<file path="src/hdl/dnc_pkg.sv">
// Package for the day number to calendar date converter.
// Holds widths, calendar constants, result and status types and small helpers.
// No dependencies.
`timescale 1ns / 1ps
`default_nettype none

package dnc_pkg;

    // Width of the day count; only this many bits of a day number are used.
    localparam int DAY_BITS = 16;
    localparam int LEN_BITS = 9;

    localparam logic [11:0]         YEAR_BASE  = 12'd2000;
    localparam logic [LEN_BITS-1:0] LEN_LEAP   = 9'd366;
    localparam logic [LEN_BITS-1:0] LEN_COMMON = 9'd365;
    localparam logic [LEN_BITS-1:0] LEN_FEB_LEAP = 9'd29;
    localparam logic [LEN_BITS-1:0] LEN_FEB    = 9'd28;
    localparam logic [LEN_BITS-1:0] LEN_SHORT  = 9'd30;
    localparam logic [LEN_BITS-1:0] LEN_LONG   = 9'd31;
    localparam logic [2:0]          WEEK_DAYS  = 3'd7;
    localparam logic [6:0]          CENTURY_LAST = 7'd99;

    localparam logic [3:0] MONTH_JAN = 4'd1;
    localparam logic [3:0] MONTH_FEB = 4'd2;
    localparam logic [3:0] MONTH_APR = 4'd4;
    localparam logic [3:0] MONTH_JUN = 4'd6;
    localparam logic [3:0] MONTH_SEP = 4'd9;
    localparam logic [3:0] MONTH_NOV = 4'd11;
    localparam logic [3:0] MONTH_DEC = 4'd12;

    typedef struct packed {
        logic [11:0] year;
        logic [3:0]  month;
        logic [4:0]  day_of_month;
        logic [2:0]  weekday;
    } dnc_date_t;

    typedef struct packed {
        logic idle;
        logic done;
    } dnc_status_t;

    typedef struct packed {
        logic [DAY_BITS-1:0] diff;
        logic                ge;
    } dnc_sub_t;

    function automatic logic [LEN_BITS-1:0] month_len(input logic [3:0] m, input logic leap);
        logic [LEN_BITS-1:0] len;
        case (m)
            MONTH_FEB: len = leap ? LEN_FEB_LEAP : LEN_FEB;
            MONTH_APR, MONTH_JUN, MONTH_SEP, MONTH_NOV: len = LEN_SHORT;
            default: len = LEN_LONG;
        endcase
        return len;
    endfunction

    // Reduces a small value modulo 7 by repeated conditional subtraction.
    function automatic logic [2:0] mod7(input logic [5:0] v);
        logic [5:0] r;
        r = v;
        for (int i = 0; i < 5; i++) begin
            if (r >= {3'd0, WEEK_DAYS}) begin
                r = r - {3'd0, WEEK_DAYS};
            end
        end
        return r[2:0];
    endfunction

endpackage

`default_nettype wire

</file>
<file path="src/hdl/dnc_in_if.sv">
// Input channel carrying one day number per transfer.
// Depends on dnc_pkg.
`timescale 1ns / 1ps
`default_nettype none

interface dnc_in_if;
    import dnc_pkg::*;

    logic                valid;
    logic                ready;
    logic [DAY_BITS-1:0] day_number;

    modport source (output valid, output day_number, input ready);
    modport sink (input valid, input day_number, output ready);
endinterface

`default_nettype wire

</file>
<file path="src/hdl/dnc_out_if.sv">
// Output channel carrying one calendar date per transfer.
// Depends on dnc_pkg.
`timescale 1ns / 1ps
`default_nettype none

interface dnc_out_if;
    import dnc_pkg::*;

    logic        valid;
    logic        ready;
    logic [11:0] year;
    logic [3:0]  month;
    logic [4:0]  day_of_month;
    logic [2:0]  weekday;

    modport source (output valid, output year, output month, output day_of_month,
                    output weekday, input ready);
    modport sink (input valid, input year, input month, input day_of_month,
                  input weekday, output ready);
endinterface

`default_nettype wire

</file>
<file path="src/hdl/dnc_sub_unit.sv">
// Shared subtract and compare unit: remaining days minus a year or month length.
// Depends on dnc_pkg.
`timescale 1ns / 1ps
`default_nettype none

module dnc_sub_unit (
    input  wire logic [dnc_pkg::DAY_BITS-1:0] rest,
    input  wire logic [dnc_pkg::LEN_BITS-1:0] len,
    output dnc_pkg::dnc_sub_t                 res
);
    import dnc_pkg::*;

    logic [DAY_BITS:0] wide_diff;

    assign wide_diff = {1'b0, rest} - {{(DAY_BITS + 1 - LEN_BITS){1'b0}}, len};
    assign res.diff  = wide_diff[DAY_BITS-1:0];
    assign res.ge    = ~wide_diff[DAY_BITS];
endmodule

`default_nettype wire

</file>
<file path="src/hdl/dnc_seq.sv">
// Sequencer that walks years and then months through the shared subtract unit.
// Depends on dnc_pkg and dnc_sub_unit.
`timescale 1ns / 1ps
`default_nettype none

module dnc_seq (
    input  wire logic                         clk,
    input  wire logic                         rst_n,
    input  wire logic                         start,
    input  wire logic [dnc_pkg::DAY_BITS-1:0] day,
    input  wire logic                         finish_ok,
    output dnc_pkg::dnc_status_t              status,
    output dnc_pkg::dnc_date_t                date
);
    import dnc_pkg::*;

    typedef enum logic [3:0] {
        S_IDLE   = 4'b0001,
        S_YEAR   = 4'b0010,
        S_MONTH  = 4'b0100,
        S_FINISH = 4'b1000
    } state_t;

    state_t              state_reg, state_next;
    logic [DAY_BITS-1:0] rest_reg, rest_next;
    logic [11:0]         year_reg, year_next;
    logic [6:0]          c100_reg, c100_next;
    logic [1:0]          c400_reg, c400_next;
    logic [3:0]          month_reg, month_next;
    logic [2:0]          wd_reg, wd_next;

    logic                leap;
    logic [LEN_BITS-1:0] len;
    logic [LEN_BITS-1:0] mlen_excess;
    dnc_sub_t            sub_res;

    // Year counters: c100 counts years within the century, c400 centuries within 400.
    assign leap = ((year_reg[1:0] == 2'd0) && (c100_reg != 7'd0)) ||
                  ((c100_reg == 7'd0) && (c400_reg == 2'd0));

    always_comb
    begin
        if (state_reg == S_MONTH)
        begin
            len = month_len(month_reg, leap);
        end
        else
        begin
            len = leap ? LEN_LEAP : LEN_COMMON;
        end
    end

    assign mlen_excess = len - LEN_FEB;

    dnc_sub_unit u_sub (
        .rest (rest_reg),
        .len  (len),
        .res  (sub_res)
    );

    always_comb
    begin
        state_next = state_reg;
        rest_next  = rest_reg;
        year_next  = year_reg;
        c100_next  = c100_reg;
        c400_next  = c400_reg;
        month_next = month_reg;
        wd_next    = wd_reg;
        case (state_reg)
            S_IDLE:
            begin
                if (start)
                begin
                    rest_next  = day;
                    year_next  = YEAR_BASE;
                    c100_next  = 7'd0;
                    c400_next  = 2'd0;
                    month_next = MONTH_JAN;
                    wd_next    = 3'd0;
                    state_next = S_YEAR;
                end
            end
            S_YEAR:
            begin
                if (sub_res.ge)
                begin
                    rest_next = sub_res.diff;
                    year_next = year_reg + 12'd1;
                    if (c100_reg == CENTURY_LAST)
                    begin
                        c100_next = 7'd0;
                        c400_next = c400_reg + 2'd1;
                    end
                    else
                    begin
                        c100_next = c100_reg + 7'd1;
                    end
                    // A year of 365 days moves the weekday by one, a leap year by two.
                    wd_next = mod7({3'd0, wd_reg} + (leap ? 6'd2 : 6'd1));
                end
                else
                begin
                    state_next = S_MONTH;
                end
            end
            S_MONTH:
            begin
                if (sub_res.ge && (month_reg != MONTH_DEC))
                begin
                    rest_next  = sub_res.diff;
                    month_next = month_reg + 4'd1;
                    wd_next    = mod7({3'd0, wd_reg} + {3'd0, mlen_excess[2:0]});
                end
                else
                begin
                    state_next = S_FINISH;
                end
            end
            S_FINISH:
            begin
                if (finish_ok)
                begin
                    state_next = S_IDLE;
                end
            end
            default:
            begin
                state_next = S_IDLE;
            end
        endcase
    end

    always_ff @(posedge clk or negedge rst_n)
    begin
        if (!rst_n)
        begin
            state_reg <= S_IDLE;
        end
        else
        begin
            state_reg <= state_next;
        end
    end

    always_ff @(posedge clk)
    begin
        rest_reg  <= rest_next;
        year_reg  <= year_next;
        c100_reg  <= c100_next;
        c400_reg  <= c400_next;
        month_reg <= month_next;
        wd_reg    <= wd_next;
    end

    assign status.idle = (state_reg == S_IDLE);
    assign status.done = (state_reg == S_FINISH) && finish_ok;

    // Only the remainder within the month is left, so its low five bits suffice.
    assign date.year         = year_reg;
    assign date.month        = month_reg;
    assign date.day_of_month = rest_reg[4:0] + 5'd1;
    assign date.weekday      = mod7({3'd0, wd_reg} + {1'b0, rest_reg[4:0]});
endmodule

`default_nettype wire

</file>
<file path="src/hdl/day_number_to_calendar_date.sv">
// Top level of the day number to calendar date converter: channels and result register.
// Depends on dnc_pkg, dnc_in_if, dnc_out_if and dnc_seq.
//
//  Channel   Direction  Payload
//  request   in         day_number
//  result    out        year, month, day_of_month, weekday
//
// One conversion walks whole years first, then whole months.
// The year and month walks share one subtract and compare unit.
// Reset clears the sequencer and the result valid flag.
// The next request is taken once the previous result sits in the result register,
// even while it waits to be taken; a stalled result holds the sequencer in its last step.
`timescale 1ns / 1ps
`default_nettype none

module day_number_to_calendar_date (
    input  wire logic clk,
    input  wire logic rst_n,
    dnc_in_if.sink    request,
    dnc_out_if.source result
);
    import dnc_pkg::*;

    dnc_status_t status;
    dnc_date_t   date;
    dnc_date_t   out_reg;
    logic        out_valid_reg, out_valid_next;
    logic        finish_ok;

    assign finish_ok = !out_valid_reg || result.ready;

    dnc_seq u_seq (
        .clk       (clk),
        .rst_n     (rst_n),
        .start     (request.valid && request.ready),
        .day       (request.day_number),
        .finish_ok (finish_ok),
        .status    (status),
        .date      (date)
    );

    assign request.ready = status.idle;

    always_comb
    begin
        out_valid_next = out_valid_reg;
        if (status.done)
        begin
            out_valid_next = 1'b1;
        end
        else if (result.ready)
        begin
            out_valid_next = 1'b0;
        end
    end

    always_ff @(posedge clk or negedge rst_n)
    begin
        if (!rst_n)
        begin
            out_valid_reg <= 1'b0;
        end
        else
        begin
            out_valid_reg <= out_valid_next;
        end
    end

    always_ff @(posedge clk)
    begin
        if (status.done)
        begin
            out_reg <= date;
        end
    end

    assign result.valid        = out_valid_reg;
    assign result.year         = out_reg.year;
    assign result.month        = out_reg.month;
    assign result.day_of_month = out_reg.day_of_month;
    assign result.weekday      = out_reg.weekday;

    a_busy_after_start: assert property (@(posedge clk) disable iff (!rst_n)
        request.valid && request.ready |=> !request.ready)
        else $error("request taken while a conversion was starting");

    a_no_overwrite: assert property (@(posedge clk) disable iff (!rst_n)
        status.done |-> (!out_valid_reg || result.ready))
        else $error("pending result overwritten");

    a_month_range: assert property (@(posedge clk) disable iff (!rst_n)
        result.valid |-> (result.month >= MONTH_JAN) && (result.month <= MONTH_DEC))
        else $error("month out of range");

    a_weekday_range: assert property (@(posedge clk) disable iff (!rst_n)
        result.valid |-> (result.weekday < WEEK_DAYS) && (result.day_of_month != 5'd0))
        else $error("weekday or day of month out of range");
endmodule

`default_nettype wire

</file>
<file path="src/flat_wrapper.sv">
// flat-port wrapper written by rule: the top's interface ports become plain ports
module day_number_to_calendar_date_flat import dnc_pkg::*;
  (clk, rst_n, request_valid, request_day_number, request_ready, result_valid, result_year, result_month, result_day_of_month, result_weekday, result_ready);
  dnc_in_if request_i ();
  dnc_out_if result_i ();
  input  wire logic clk;
  input  wire logic rst_n;
  input wire logic [$bits(request_i.valid)-1:0] request_valid;
  input wire logic [$bits(request_i.day_number)-1:0] request_day_number;
  output wire logic [$bits(request_i.ready)-1:0] request_ready;
  output wire logic [$bits(result_i.valid)-1:0] result_valid;
  output wire logic [$bits(result_i.year)-1:0] result_year;
  output wire logic [$bits(result_i.month)-1:0] result_month;
  output wire logic [$bits(result_i.day_of_month)-1:0] result_day_of_month;
  output wire logic [$bits(result_i.weekday)-1:0] result_weekday;
  input wire logic [$bits(result_i.ready)-1:0] result_ready;
  assign request_i.valid = request_valid;
  assign request_i.day_number = request_day_number;
  assign request_ready = request_i.ready;
  assign result_valid = result_i.valid;
  assign result_year = result_i.year;
  assign result_month = result_i.month;
  assign result_day_of_month = result_i.day_of_month;
  assign result_weekday = result_i.weekday;
  assign result_i.ready = result_ready;
  day_number_to_calendar_date u_core (.clk(clk), .rst_n(rst_n), .request(request_i), .result(result_i));
endmodule
</file>
<file path="config.mk">
export PLATFORM = sky130hd
export DESIGN_NAME = day_number_to_calendar_date_flat
export DESIGN_NICKNAME = d
export VERILOG_FILES = /design/src/hdl/dnc_pkg.sv /design/src/hdl/dnc_in_if.sv /design/src/hdl/dnc_out_if.sv /design/src/hdl/dnc_sub_unit.sv /design/src/hdl/dnc_seq.sv /design/src/hdl/day_number_to_calendar_date.sv /design/src/flat_wrapper.sv
export SDC_FILE = /design/constraint.sdc
export NUM_CORES = 1
export LEC_CHECK = 0
export BUFFER_PORTS_ARGS = -buffer_cell sky130_fd_sc_hd__buf_2
export CAP_MARGIN = 40
export CORE_MARGIN = 1
export CORE_UTILIZATION = 57
export CTS_BUF_LIST = sky130_fd_sc_hd__clkbuf_4 sky130_fd_sc_hd__clkbuf_8
export DETAILED_ROUTE_END_ITERATION = 7
export GPL_TIMING_DRIVEN = 0
export PLACE_DENSITY = 0.86
export SYNTH_ARGS = -nofsm -noshare
export SYNTH_HDL_FRONTEND = slang
export SYNTH_HIERARCHICAL = 1
export SYNTH_SLANG_ARGS = --single-unit
</file>
<file path="constraint.sdc">
create_clock -name clk -period 15.15 [get_ports clk]
set_input_delay 2.2725 -clock clk [delete_from_list [all_inputs] [get_ports clk]]
set_output_delay 2.2725 -clock clk [all_outputs]
set_load 0.05 [all_outputs]
</file>
After elaboration in Yosys (flattened, before gate mapping) --
Cells that the tools add are included.
Operators by class: add/sub/neg operators 25, $lt $le $gt $ge 15, eq/ne operators 18, muxes and demuxes 65, bitwise operators 1, reductions and logical operators 22
Operator list (number):
- two-way mux 6 bit | 28
- greater-or-equal comparator 6 x 3 -> 1 bit (second input constant) | 13
- subtractor 6 x 3 -> 6 bit (second input constant) | 10
- two-way mux 16 bit | 3
- case mux 16 bit (3 select lines) | 1
- two-way mux 12 bit | 2
- two-way mux 4 bit | 6
- case mux 12 bit (2 select lines) | 1
- two-way mux 7 bit | 3
- two-way mux 3 bit | 6
- subtractor 16 x 9 -> 17 bit | 1
- case mux 4 bit (4 select lines) | 1
- case mux 7 bit (2 select lines) | 1
- adder 12 x 1 -> 12 bit (second input constant) | 1
- == test 4 x 3 -> 1 bit (second input constant) | 3
- == test 4 bit (second input constant) | 3
- AND reduction 4 bit | 3
- subtractor 3 bit (second input constant) | 4
- two-way mux 2 bit | 5
- != test 2 bit (second input constant) | 5
- subtractor 4 x 3 -> 5 bit (second input constant) | 2
- two-way mux 9 bit | 1
- case mux 3 bit (3 select lines) | 1
- == test 4 x 2 -> 1 bit (second input constant) | 2
- 26 further kinds | 40
Storage, ports and cells: register bits after elaboration 73, output and inout bits 26

Depth between registers and ports, before layout --
Gate-level depths: netlist of the first run.
word-level depth 28, mapped depth 36, gate-level depth less buffers 34

Hierarchy --
Netlist of the first run, hierarchy kept.
Modules (own cells, without submodules):
- dnc_seq | instances 1, cells an instance 548, area each 4914.7 sq um, sequential area each 1422.6 sq um
- day_number_to_calendar_date | instances 1, cells an instance 28, area each 774.5 sq um, sequential area each 745.7 sq um
- dnc_sub_unit | instances 1, cells an instance 78, area each 580.6 sq um, sequential area each 0.0 sq um

Worst setup path after synthesis of the first run --
OpenSTA, ideal clock, no wires.
path type register to register, from reg u_core.u_seq.state_reg[1], to reg u_core.u_seq.wd_reg[1] (data pin), library setup time 0.271 ns, arrival time 6.784 ns, setup slack 8.095 ns, cell stages (with the launch flop) 32, buffers on the path 3, period minus slack after synthesis 7.055 ns, cells stage by stage dfrtp_1 -> clkbuf_1 -> nor3_1 -> clkinv_1 -> o21ai_0 -> ha_1 -> inv_1 -> fa_1 -> inv_1 -> ha_1 -> clkbuf_1 -> o21ai_0 -> a21oi_1 -> a21oi_1 -> ha_1 -> clkbuf_1 -> a22o_1 -> a22oi_1 -> o211ai_1 -> ha_1 -> inv_1 -> o21a_1 -> mux2_2 -> ha_1 -> o21ai_0 -> and2_1 -> mux2_2 -> ha_1 -> inv_1 -> o21ai_0 -> mux2i_1 -> o22ai_1
On the way: word-level cells in the longest chain between the ends 24, elaborated cells on any way between the ends 31, those cells by class add/sub (7); order compare (5); eq/ne (3); mux (16)
Ends and longest elaborated chain:
- from (decl) | RTL line dnc_seq.sv:24 | state_t state_reg, state_next;
- from (signal assigned) | RTL line dnc_seq.sv:142 | state_reg <= state_next;
- == test 4 x 3 -> 1 bit (*) | RTL line dnc_seq.sv:43 | if (state_reg == S_MONTH)
- two-way mux 9 bit (*) | RTL line dnc_seq.sv:43
- net u_core.u_seq.len[0] | RTL line dnc_seq.sv:33 | logic [LEN_BITS-1:0] len;
- subtractor 3 bit (*) | RTL line dnc_seq.sv:53 | assign mlen_excess = len - LEN_FEB;
- adder 3 x 3 -> 4 bit (*) | RTL line dnc_seq.sv:113 | wd_next = mod7({3'd0, wd_reg} + {3'd0, mlen_excess[2:0]});
- subtractor 4 x 3 -> 5 bit / greater-or-equal comparator 4 x 3 -> 1 bit (equally long branches) | RTL line dnc_pkg.sv:64, dnc_pkg.sv:63
- two-way mux 6 bit (*) | RTL line dnc_pkg.sv:63 | if (r >= {3'd0, WEEK_DAYS}) begin
- two-way mux 6 bit (*) | RTL line dnc_seq.sv:109 | if (sub_res.ge && (month_reg != MONTH_DEC))
- (+10 left out)
- two-way mux 6 bit (*) | RTL line dnc_pkg.sv:63
- two-way mux 6 bit (*) | RTL line dnc_seq.sv:109
- two-way mux 6 bit (*) | RTL line dnc_seq.sv:70 | case (state_reg)
- greater-or-equal comparator 6 x 3 -> 1 bit / subtractor 3 bit (equally long branches) | RTL line dnc_pkg.sv:63, dnc_pkg.sv:64
- two-way mux 3 bit (*) | RTL line dnc_pkg.sv:63
- two-way mux 3 bit (*) | RTL line dnc_seq.sv:109
- case mux 3 bit (3 select lines) (*) | RTL line dnc_seq.sv:70
- net u_core.u_seq.wd_next[1] | RTL line dnc_seq.sv:30 | logic [2:0] wd_reg, wd_next;
- to (signal assigned) | RTL line dnc_seq.sv:153 | wd_reg <= wd_next;
- to (decl) | RTL line dnc_seq.sv:30
The timed path passes the listed nets; every way through them passes the cells marked *. The select of a mux whose other input is x is not followed. A chain may end at the register's enable or synchronous reset.

Final worst setup path of the first run --
from reg u_core.u_seq.state_reg[1], to reg u_core.u_seq.wd_reg[0] (data pin)
The elaborated chain is that of the path after synthesis.

==> flow_metrics.py, run 1 <==
metrics = {
    "floorplanning": {
        "dieArea_um2": 11400,
        "die_h_um": 107,
        "core_area_um2": 10500,
        "ios": 46,
        "fp.dieW_um": 107,
        "start_util": 0.597,
        "rows": 37,
    },
    "grt": {
        "grt_antenna_before_repair": 0,
        "grt_pass1_wl_mm": 23.7,
        "grt_max_degree": 21,
        "first_global_vias": 5246,
        "grt_overflow_total": 0,
        "grt_usage": 0.257,
    },
    "critical_path": {
        "cp-start-kind": "flip-flop",
        "crit_path_max_incr_delay_ns": 0.66,
        "crit_type": "flip-flop to flip-flop",
        "cp-end-kind": "flip-flop",
        "critical_path.max_fanout": 11,
        "reg2reg_depth": 32,
        "regToRegSetupSlack_ns": 7.08,
        "cp.required_ns": 15.23,
        "cp-startpoint": "u_core/u_seq/state_reg[1]$_DFFE_PN0P_",
        "r2r-start": "u_core/u_seq/state_reg[1]$_DFFE_PN0P_",
        "timing.rr.end": "u_core/u_seq/wd_reg[0]$_DFFE_PP_",
        "crit_end": "u_core/u_seq/wd_reg[0]$_DFFE_PP_",
        "crit_top_cell": "ha_1",
        "critPathArrivalTime_ns": 8.16,
        "cp_slowest_cell": "fa_1",
    },
    "yosys": {
        "async_reset_ff_frac": 0.0685,
        "synth_ff_type": "edfxtp_1",
        "syn_avg_cell_area_um2": 9.59,
        "synth_area_leaders": "edfxtp_1 33%, ha_1 8.2%, mux2_2 5.4%",
        "netlist.area_leader.share": 0.326,
        "seq_area_frac_synth": 0.346,
        "synth_cell_types": 92,
        "synth_edf_count": 68,
        "synth_cells": 654,
        "ys_seq_elements": 73,
        "syn_area_um2": 6270,
        "yosysTopAreaCell": "edfxtp_1",
        "yosysWarnings": 6,
    },
    "route": {
        "drt_pre_antenna_iters": 5,
        "wl_per_cell_um": 16.7,
        "detail-route-antenna-nets": 0,
        "vias_per_cell": 6.32,
        "wl_mm": 14.3,
        "drt-initial-drc-count": 280,
        "drc": 0,
        "vias": 5394,
    },
    "clock_network": {
        "cts_tree": "done",
        "ctsResizeCount": 0,
        "clockBufferDepth": 2,
        "clock_sinks": 73,
        "hold_buffers": 0,
        "clock_latency_ns": 0.36,
        "path_clk_slew_ns": 0.09,
        "ctsHtreeMaxLevel": 3,
        "cts_setup_buffers": 0,
        "numCtsBuffers": 9,
        "cts-root-buf": "clkbuf_8",
    },
    "sta": {
        "setup_tns_ns": 0,
        "finalMaxSlewViolations": 0,
        "setup_slack_ns": 7.08,
        "finalSetupViolCount": 0,
        "period_share": 0.533,
        "grt_setup_unrepaired": "no",
        "min_period_ns": 8.07,
        "slew-limit-headroom": 0.393,
        "worst_pin_slew_ns": 0.898,
        "fin_skew_ns": 0.0128,
        "max_freq_mhz": 124,
        "hold_viol": 0,
    },
    "placed_design": {
        "dp_slack_ns": 7.22,
        "dp_hpwl_mm": 10.7,
        "portBuffers": 45,
        "routabilityCongestion": 0.912,
    },
    "worst_hold_path": {
        "hold_path_class": "flip-flop to flip-flop",
        "whs_path_depth": 0,
    },
    "layout": {
        "diodes": 0,
        "nNetsFinal": 778,
        "drive_gt1_frac": 0.180,
        "areaGrowthSynthToFinish_pct": 9.70,
        "largest_reg_flops": 16,
    },
    "outcome": {
        "status": "finished, final reports clean",
    },
    "flow_run": {
        "cap_violations": 0,
    },
}
-- worst max-delay path, delay by kind of cell (launching register included) --
kind                     cells  cell delay (ns)
buffers and inverters        9             1.63
flip-flops                   1             0.37
AO/OA/AOI/OAI               11             2.24
multiplexers                 2             0.66
AND/OR/NAND/NOR              2             0.49
adder cells (fa/ha/maj)      7             2.17
XOR/XNOR                     1             0.23
-- metal layers --
layer	vias to the layer above	part of all wire	global-route usage	wire length, µm
met5	-	0	0	0
met1	2575	0.42	0.320	6060
met2	210	0.51	0.452	7250
met4	0	0.019	0.0900	265
met3	31	0.050	0.0395	719
li1	2578	-	-	-
-- logic make-up after synthesis --
family / Yosys count / share of synthesized area
muxes: 37 / 0.0667
xor gates and xnor gates: 55 / 0.0780
and+or+nand+nor: 216 / 0.183
AOI/OAI and AO/OA: 164 / 0.191
buffers and inverters: 62 / 0.0391
adders and majority gates: 45 / 0.0946
DFF: 73 / 0.346
other: 2 / 0.00120
-- worst min path at each step --
| stage | slack (ns) | start | end |
|---|---|---|---|
| finish | 0.49 | u_core/u_seq/year_reg[5]$_SDFFCE_PN0P_ | u_core/result.year[5]$_DFFE_PP_ |
| floorplan | 0.44 | u_core/u_seq/year_reg[5]$_SDFFCE_PN0P_ | u_core/result.year[5]$_DFFE_PP_ |
| global placement | 0.46 | u_core/u_seq/year_reg[5]$_SDFFCE_PN0P_ | u_core/result.year[5]$_DFFE_PP_ |
| detailed placement | 0.46 | u_core/u_seq/year_reg[5]$_SDFFCE_PN0P_ | u_core/result.year[5]$_DFFE_PP_ |
| CTS | 0.48 | u_core/u_seq/year_reg[5]$_SDFFCE_PN0P_ | u_core/result.year[5]$_DFFE_PP_ |
| global route | 0.50 | u_core/u_seq/year_reg[5]$_SDFFCE_PN0P_ | u_core/result.year[5]$_DFFE_PP_ |
-- placed cells by master (no fill, tap or decap), drive strengths merged, types with 24 or more instances in the layout --
| cell type | count |
|---|---|
| buf | 53 |
| nand2 | 48 |
| xor2 | 24 |
| edfxtp | 68 |
| ha | 41 |
| a21oi | 35 |
| nor2 | 45 |
| inv | 49 |
| mux2 | 32 |
| nand3 | 29 |
| o21ai | 28 |
| xnor2 | 31 |
-- synth_stat cells, types with 10 or more instances --
cell type / instances
o21ai_0: 27
xor2_1: 23
nand2_1: 46
o211ai_1: 12
mux2_2: 30
xnor2_1: 31
clkbuf_1: 10
a21oi_1: 35
nor2_1: 45
nand3_1: 29
ha_1: 41
edfxtp_1: 68
and3_1: 14
nor2b_1: 11
inv_1: 45
nor3_1: 18
-- final cells by class --
| type | instances | area, µm² |
|---|---|---|
| Buffer | 16 | 72.6 |
| Clock buffer | 9 | 124 |
| Clock inverter | 7 | 62.6 |
| Fill cell | 845 | 3630 |
| Inverter | 46 | 173 |
| Multi-Input combinational cell | 520 | 3860 |
| Sequential cell | 73 | 2170 |
| Tap cell | 136 | 170 |
| Timing Repair Buffer | 47 | 245 |
-- stage by stage --
stage | area (µm²) | instances | util | hold slack, ns
final | 6880 | 854 | 0.654 | 0.488
after global routing | 6880 | 854 | 0.654 | 0.498
after CTS | 6880 | 854 | 0.654 | 0.485
after detailed placement | 6690 | 838 | 0.637 | 0.460
after floorplan | 6270 | 655 | - | 0.441
after global placement | 6670 | 836 | 0.635 | 0.462
Power of run 1 is left out: the tool's default activity adds up to more than one toggle a clock period on the data nets, which glitch-free logic cannot reach.
==> run 2, diff against run 1 <==
==> constraint.sdc (replaced) <==
create_clock -name clk -period 7.9 [get_ports clk]
set_input_delay 1.185 -clock clk [delete_from_list [all_inputs] [get_ports clk]]
set_output_delay 1.185 -clock clk [all_outputs]
set_load 0.05 [all_outputs]
==> run 2 against run 1 <==
  * First-iteration DRC count increased by 8.6%
  * Sequential share of layout area shrank 0.28 points
  * Global-route usage is 0.079 points higher
==> flow_metrics.py, run 2 (synthesis gave the netlist of run 1 again) <==
metrics = {
    "outcome": {
        "status": "finished, final reports clean",
    },
    "worst_hold_path": {
        "whs_path_depth": 0,
        "whs_endpoint": "u_core/result.year[5]$_DFFE_PP_",
        "hold_path_class": "flip-flop to flip-flop",
        "min-delay-start": "u_core/u_seq/year_reg[5]$_SDFFCE_PN0P_",
    },
    "grt": {
        "grt_overflow_total": 0,
        "first_global_vias": 5264,
        "use_met3": 0.0395,
        "grt_antenna_before_repair": 0,
        "grtUsageMet2": 0.454,
        "grt_max_degree": 21,
        "grt_pass1_wl_mm": 23.8,
        "grt_use_met1": 0.320,
        "busiest_layer": "met2",
        "grt_usage": 0.258,
    },
    "sta": {
        "hold_viol": 0,
        "slew-limit-headroom": 0.389,
        "period_share": 0.954,
        "setup_tns_ns": 0,
        "setup_slack_ns": 0.361,
        "finalSetupViolCount": 0,
        "fin_skew_ns": 0.0113,
        "worst_pin_slew_ns": 0.903,
        "min_period_ns": 7.54,
        "finalMaxSlewViolations": 0,
        "grt_setup_unrepaired": "no",
        "max_freq_mhz": 133,
    },
    "layout": {
        "diodes": 0,
        "final_cell_mix": "68 x edfxtp_1, 50 x buf_2, 46 x nand2_1",
        "final_cells": 857,
        "final_common_cell": "edfxtp_1",
        "drive_gt1_frac": 0.194,
        "areaGrowthSynthToFinish_pct": 10.7,
        "largest_reg_flops": 16,
        "final_util": 0.660,
        "fillers": 835,
        "nNetsFinal": 781,
    },
    "route": {
        "wl_mm": 14.3,
        "detail-route-antenna-nets": 0,
        "vias": 5439,
        "wl_per_cell_um": 16.7,
        "vias_per_cell": 6.35,
        "drc": 0,
        "drt-initial-drc-count": 304,
        "drt_pre_antenna_iters": 5,
    },
    "critical_path": {
        "crit_path_max_incr_delay_ns": 0.52,
        "critPathArrivalTime_ns": 7.65,
        "cp.required_ns": 8.01,
        "crit_top_cell": "ha_1",
        "crit_type": "flip-flop to flip-flop",
        "cp_slowest_cell": "fa_1",
        "critical_path.max_fanout": 10,
        "reg2reg_depth": 28,
        "crit_family": "adder cells",
        "cp-end-kind": "flip-flop",
        "regToRegSetupSlack_ns": 0.36,
        "critPathBufInv": 4,
        "timing.rr.end": "u_core/result.weekday[1]$_DFFE_PP_",
        "r2r-start": "u_core/u_seq/rest_reg[0]$_DFFE_PP_",
        "cp-start-kind": "flip-flop",
    },
    "clock_network": {
        "clockBufferDepth": 2,
        "clock_sinks": 73,
        "clock_latency_ns": 0.36,
        "hold_buffers": 0,
        "cts-root-buf": "clkbuf_8",
        "path_clk_slew_ns": 0.09,
        "ctsHtreeMaxLevel": 3,
        "numCtsBuffers": 9,
        "cts_tree": "done",
    },
    "floorplanning": {
        "die_h_um": 107,
        "ios": 46,
        "core_area_um2": 10500,
        "dieArea_um2": 11400,
        "start_util": 0.597,
        "fp.dieW_um": 107,
        "rows": 37,
    },
    "placed_design": {
        "portBuffers": 45,
        "dp_hpwl_mm": 10.7,
        "routabilityCongestion": 0.912,
        "dpl.cell_count": 838,
        "dp_slack_ns": -0.0260,
    },
    "flow_run": {
        "cap_violations": 0,
    },
}
## run 2: changes by cell type in the layout (fill, tap and decap cells not counted), moves of 2 or more
cell / previous run / this run
buf_4: 2 / 5
clkbuf_1: 10 / 8
clkbuf_2: 0 / 2
o21ai_0: 27 / 23
o21ai_1: 1 / 5
## run 2: repair_timing
action | CTS | global route
pin swaps | 1 | 0
gates resized for setup | 0 | 15
setup buffers | 1 | 2
endpoints found under the setup margin | 2 | 4
gates cloned | 0 | 0
## run 2: routing by layer
| layer | routed length (µm) | vias up |
|---|---|---|
| li1 | - | 2587 |
| met2 | 7230 | 200 |
| met5 | 0 | - |
| met4 | 270 | 0 |
| met1 | 6190 | 2618 |
| met3 | 647 | 34 |
## run 2: worst max-delay path by stage
stage | from | end | slack, ns | cells after the start
after floorplan | u_core/u_seq/state_reg[1]$_DFFE_PN0P_ | u_core/u_seq/wd_reg[1]$_DFFE_PP_ | 0.84 | 31
after global placement | u_core/u_seq/state_reg[1]$_DFFE_PN0P_ | u_core/u_seq/wd_reg[1]$_DFFE_PP_ | -0.29 | 31
after detailed placement | u_core/u_seq/state_reg[1]$_DFFE_PN0P_ | u_core/u_seq/wd_reg[0]$_DFFE_PP_ | -0.03 | 32
after CTS | u_core/u_seq/state_reg[1]$_DFFE_PN0P_ | u_core/u_seq/wd_reg[0]$_DFFE_PP_ | 0.10 | 33
after global routing | u_core/u_seq/c100_reg[4]$_SDFFCE_PP0P_ | u_core/u_seq/wd_reg[1]$_DFFE_PP_ | 0.02 | 34
final | u_core/u_seq/rest_reg[0]$_DFFE_PP_ | u_core/result.weekday[1]$_DFFE_PP_ | 0.36 | 28
## run 2: area by class of cell
cell class	instances	area, µm²	area share
inverter	46	176	0.0254
multi-input combinational	520	3890	0.561
sequential	73	2170	0.312
tap	136	170	0.0245
clock buffer	9	124	0.0179
timing repair buffer	50	268	0.0386
buffer	16	75.1	0.0108
clock inverter	7	62.6	0.00902
## run 2: per-stage QoR
stage          hold slack [ns]  instance area [µm²]
6_report                 0.490                 6940
5_1_grt                  0.498                 6940
4_1_cts                  0.485                 6890
3_5_place_dp             0.460                 6690
3_3_place_gp             0.462                 6670
2_1_floorplan            0.441                 6270
## run 2: worst register-to-register path: cells and delay by family, from the launching register on
kind,cells,cell delay [ns]
buffers and inverters,4,0.62
adders and majority gates,7,2.01
and+or+nand+nor,7,1.36
AOI/OAI and AO/OA,5,1.00
muxes,5,1.82
DFF,1,0.49
Power of run 2 is left out for the same reason.
==> run 3, diff against run 2 <==
--- a/config.mk
+++ b/config.mk
@@ -5,7 +5,7 @@
 export SDC_FILE = /design/constraint.sdc
 export NUM_CORES = 1
 export LEC_CHECK = 0
-export BUFFER_PORTS_ARGS = -buffer_cell sky130_fd_sc_hd__buf_2
+export BUFFER_PORTS_ARGS = -buffer_cell sky130_fd_sc_hd__buf_4
 export CAP_MARGIN = 40
 export CORE_MARGIN = 1
 export CORE_UTILIZATION = 57
==> run 3 against run 2 <==
  * Highest routed layer unchanged
  * Via count unchanged
  * Worst setup slack worse by 0.056 ns
  * Largest cell class unchanged
  * First-iteration DRC count down 3.9%
  * Final cell count up 0.47%
  * Die area unchanged
  * Critical endpoint unchanged
  * Non-clock buffer count up 4
==> flow_metrics.py, run 3 (synthesis gave the netlist of run 1 again) <==
metrics = {
    "worst_hold_path": {
        "hold_path_class": "flip-flop to flip-flop",
    },
    "floorplanning": {
        "die_h_um": 107,
        "core_area_um2": 10500,
        "rows": 37,
        "start_util": 0.597,
        "fp.dieW_um": 107,
        "dieArea_um2": 11400,
        "ios": 46,
    },
    "critical_path": {
        "cp_slowest_cell": "fa_1",
        "cp_num_cells": 28,
        "regToRegSetupSlack_ns": 0.30,
        "cp.required_ns": 8.02,
        "cp-start-kind": "flip-flop",
        "crit_type": "flip-flop to flip-flop",
        "cp-startpoint": "u_core/u_seq/rest_reg[0]$_DFFE_PP_",
        "r2r-start": "u_core/u_seq/rest_reg[0]$_DFFE_PP_",
        "crit_family": "adder cells",
        "crit_path_max_incr_delay_ns": 0.51,
        "crit_end": "u_core/result.weekday[1]$_DFFE_PP_",
        "critPathBufInv": 4,
        "crit_top_cell": "ha_1",
        "reg2reg_depth": 28,
        "critical_path.max_fanout": 10,
        "timing.rr.end": "u_core/result.weekday[1]$_DFFE_PP_",
        "critPathArrivalTime_ns": 7.71,
        "cp-end-kind": "flip-flop",
    },
    "layout": {
        "drive_gt1_frac": 0.200,
        "largest_reg_flops": 16,
        "nNetsFinal": 785,
        "diodes": 0,
        "final_util": 0.674,
        "final_common_cell": "edfxtp_1",
        "areaGrowthSynthToFinish_pct": 12.9,
        "final_cell_mix": "68 x edfxtp_1, 53 x buf_4, 46 x nand2_1",
    },
    "sta": {
        "finalMaxSlewViolations": 0,
        "min_period_ns": 7.60,
        "slew-limit-headroom": 0.466,
        "max_freq_mhz": 132,
        "fin_skew_ns": 0.0157,
        "worst_pin_slew_ns": 0.799,
        "period_share": 0.961,
        "hold_viol": 0,
        "finalSetupViolCount": 0,
    },
    "grt": {
        "first_global_vias": 5121,
        "grt_pass1_wl_mm": 22.9,
        "grt_overflow_total": 0,
        "grt_usage": 0.251,
        "grt_max_degree": 21,
        "grt_antenna_before_repair": 0,
    },
    "route": {
        "detail-route-antenna-nets": 0,
        "drt_pre_antenna_iters": 5,
        "vias": 5439,
        "drc": 0,
        "vias_per_cell": 6.32,
        "wl_mm": 14.3,
        "wl_per_cell_um": 16.6,
        "drt-initial-drc-count": 292,
    },
    "clock_network": {
        "path_clk_slew_ns": 0.09,
        "numCtsBuffers": 9,
        "hold_buffers": 0,
        "cts-root-buf": "clkbuf_8",
        "clockBufferDepth": 2,
        "clock_latency_ns": 0.36,
        "ctsHtreeMaxLevel": 3,
        "clock_sinks": 73,
        "cts_tree": "done",
    },
    "placed_design": {
        "portBuffers": 45,
        "routabilityCongestion": 0.845,
        "dp_hpwl_mm": 10.7,
    },
    "outcome": {
        "status": "finished, final reports clean",
    },
    "flow_run": {
        "cap_violations": 0,
    },
}
==> run 3: what timing repair did <==
item	CTS	global route
setup endpoints to repair	1	5
buffers inserted	0	6
pin swaps	0	3
resized for setup	1	14
==> run 3: area by class of cell <==
class	instances	area [µm²]
multi-input cells	520	3900
fillers	813	3430
repair buffers	54	408
plain buffers	16	73.8
well taps	136	170
flip-flops and latches	73	2170
clock buffers	9	124
inverters	46	176
clock inverters	7	61.3
==> run 3: per-stage QoR <==
step                hold slack [ns]  setup TNS (ns)  area, µm²  cells  setup slack [ns]
floorplan                     0.441               0       6270    655             0.845
global placement              0.460          -0.867       6780    836            -0.366
detailed placement            0.473               0       6800    838            0.0148
CTS                           0.495               0       6990    854           0.00960
global route                  0.516          -0.129       7080    861           -0.0749
finish                        0.491               0       7080    861             0.305
==> run 3: worst min path at each step <==
stage                                                 start                               end  slack (ns)  cells after the start
floorplan            u_core/u_seq/year_reg[5]$_SDFFCE_PN0P_   u_core/result.year[5]$_DFFE_PP_        0.44                      0
global placement     u_core/u_seq/year_reg[5]$_SDFFCE_PN0P_   u_core/result.year[5]$_DFFE_PP_        0.46                      0
detailed placement  u_core/u_seq/year_reg[11]$_SDFFCE_PN0P_  u_core/result.year[11]$_DFFE_PP_        0.47                      0
CTS                 u_core/u_seq/year_reg[11]$_SDFFCE_PN0P_  u_core/result.year[11]$_DFFE_PP_        0.49                      0
global route        u_core/u_seq/year_reg[11]$_SDFFCE_PN0P_  u_core/result.year[11]$_DFFE_PP_        0.52                      0
finish              u_core/u_seq/year_reg[11]$_SDFFCE_PN0P_  u_core/result.year[11]$_DFFE_PP_        0.49                      0
==> run 3: per-layer routing <==
layer | vias up | global-route usage | share of wire
li1 | 2589 | - | -
met1 | 2612 | 0.306 | 0.43
met2 | 213 | 0.449 | 0.51
met3 | 25 | 0.0401 | 0.050
met4 | 0 | 0.0812 | 0.013
met5 | - | 0 | 0
Power of run 3 is left out for the same reason.
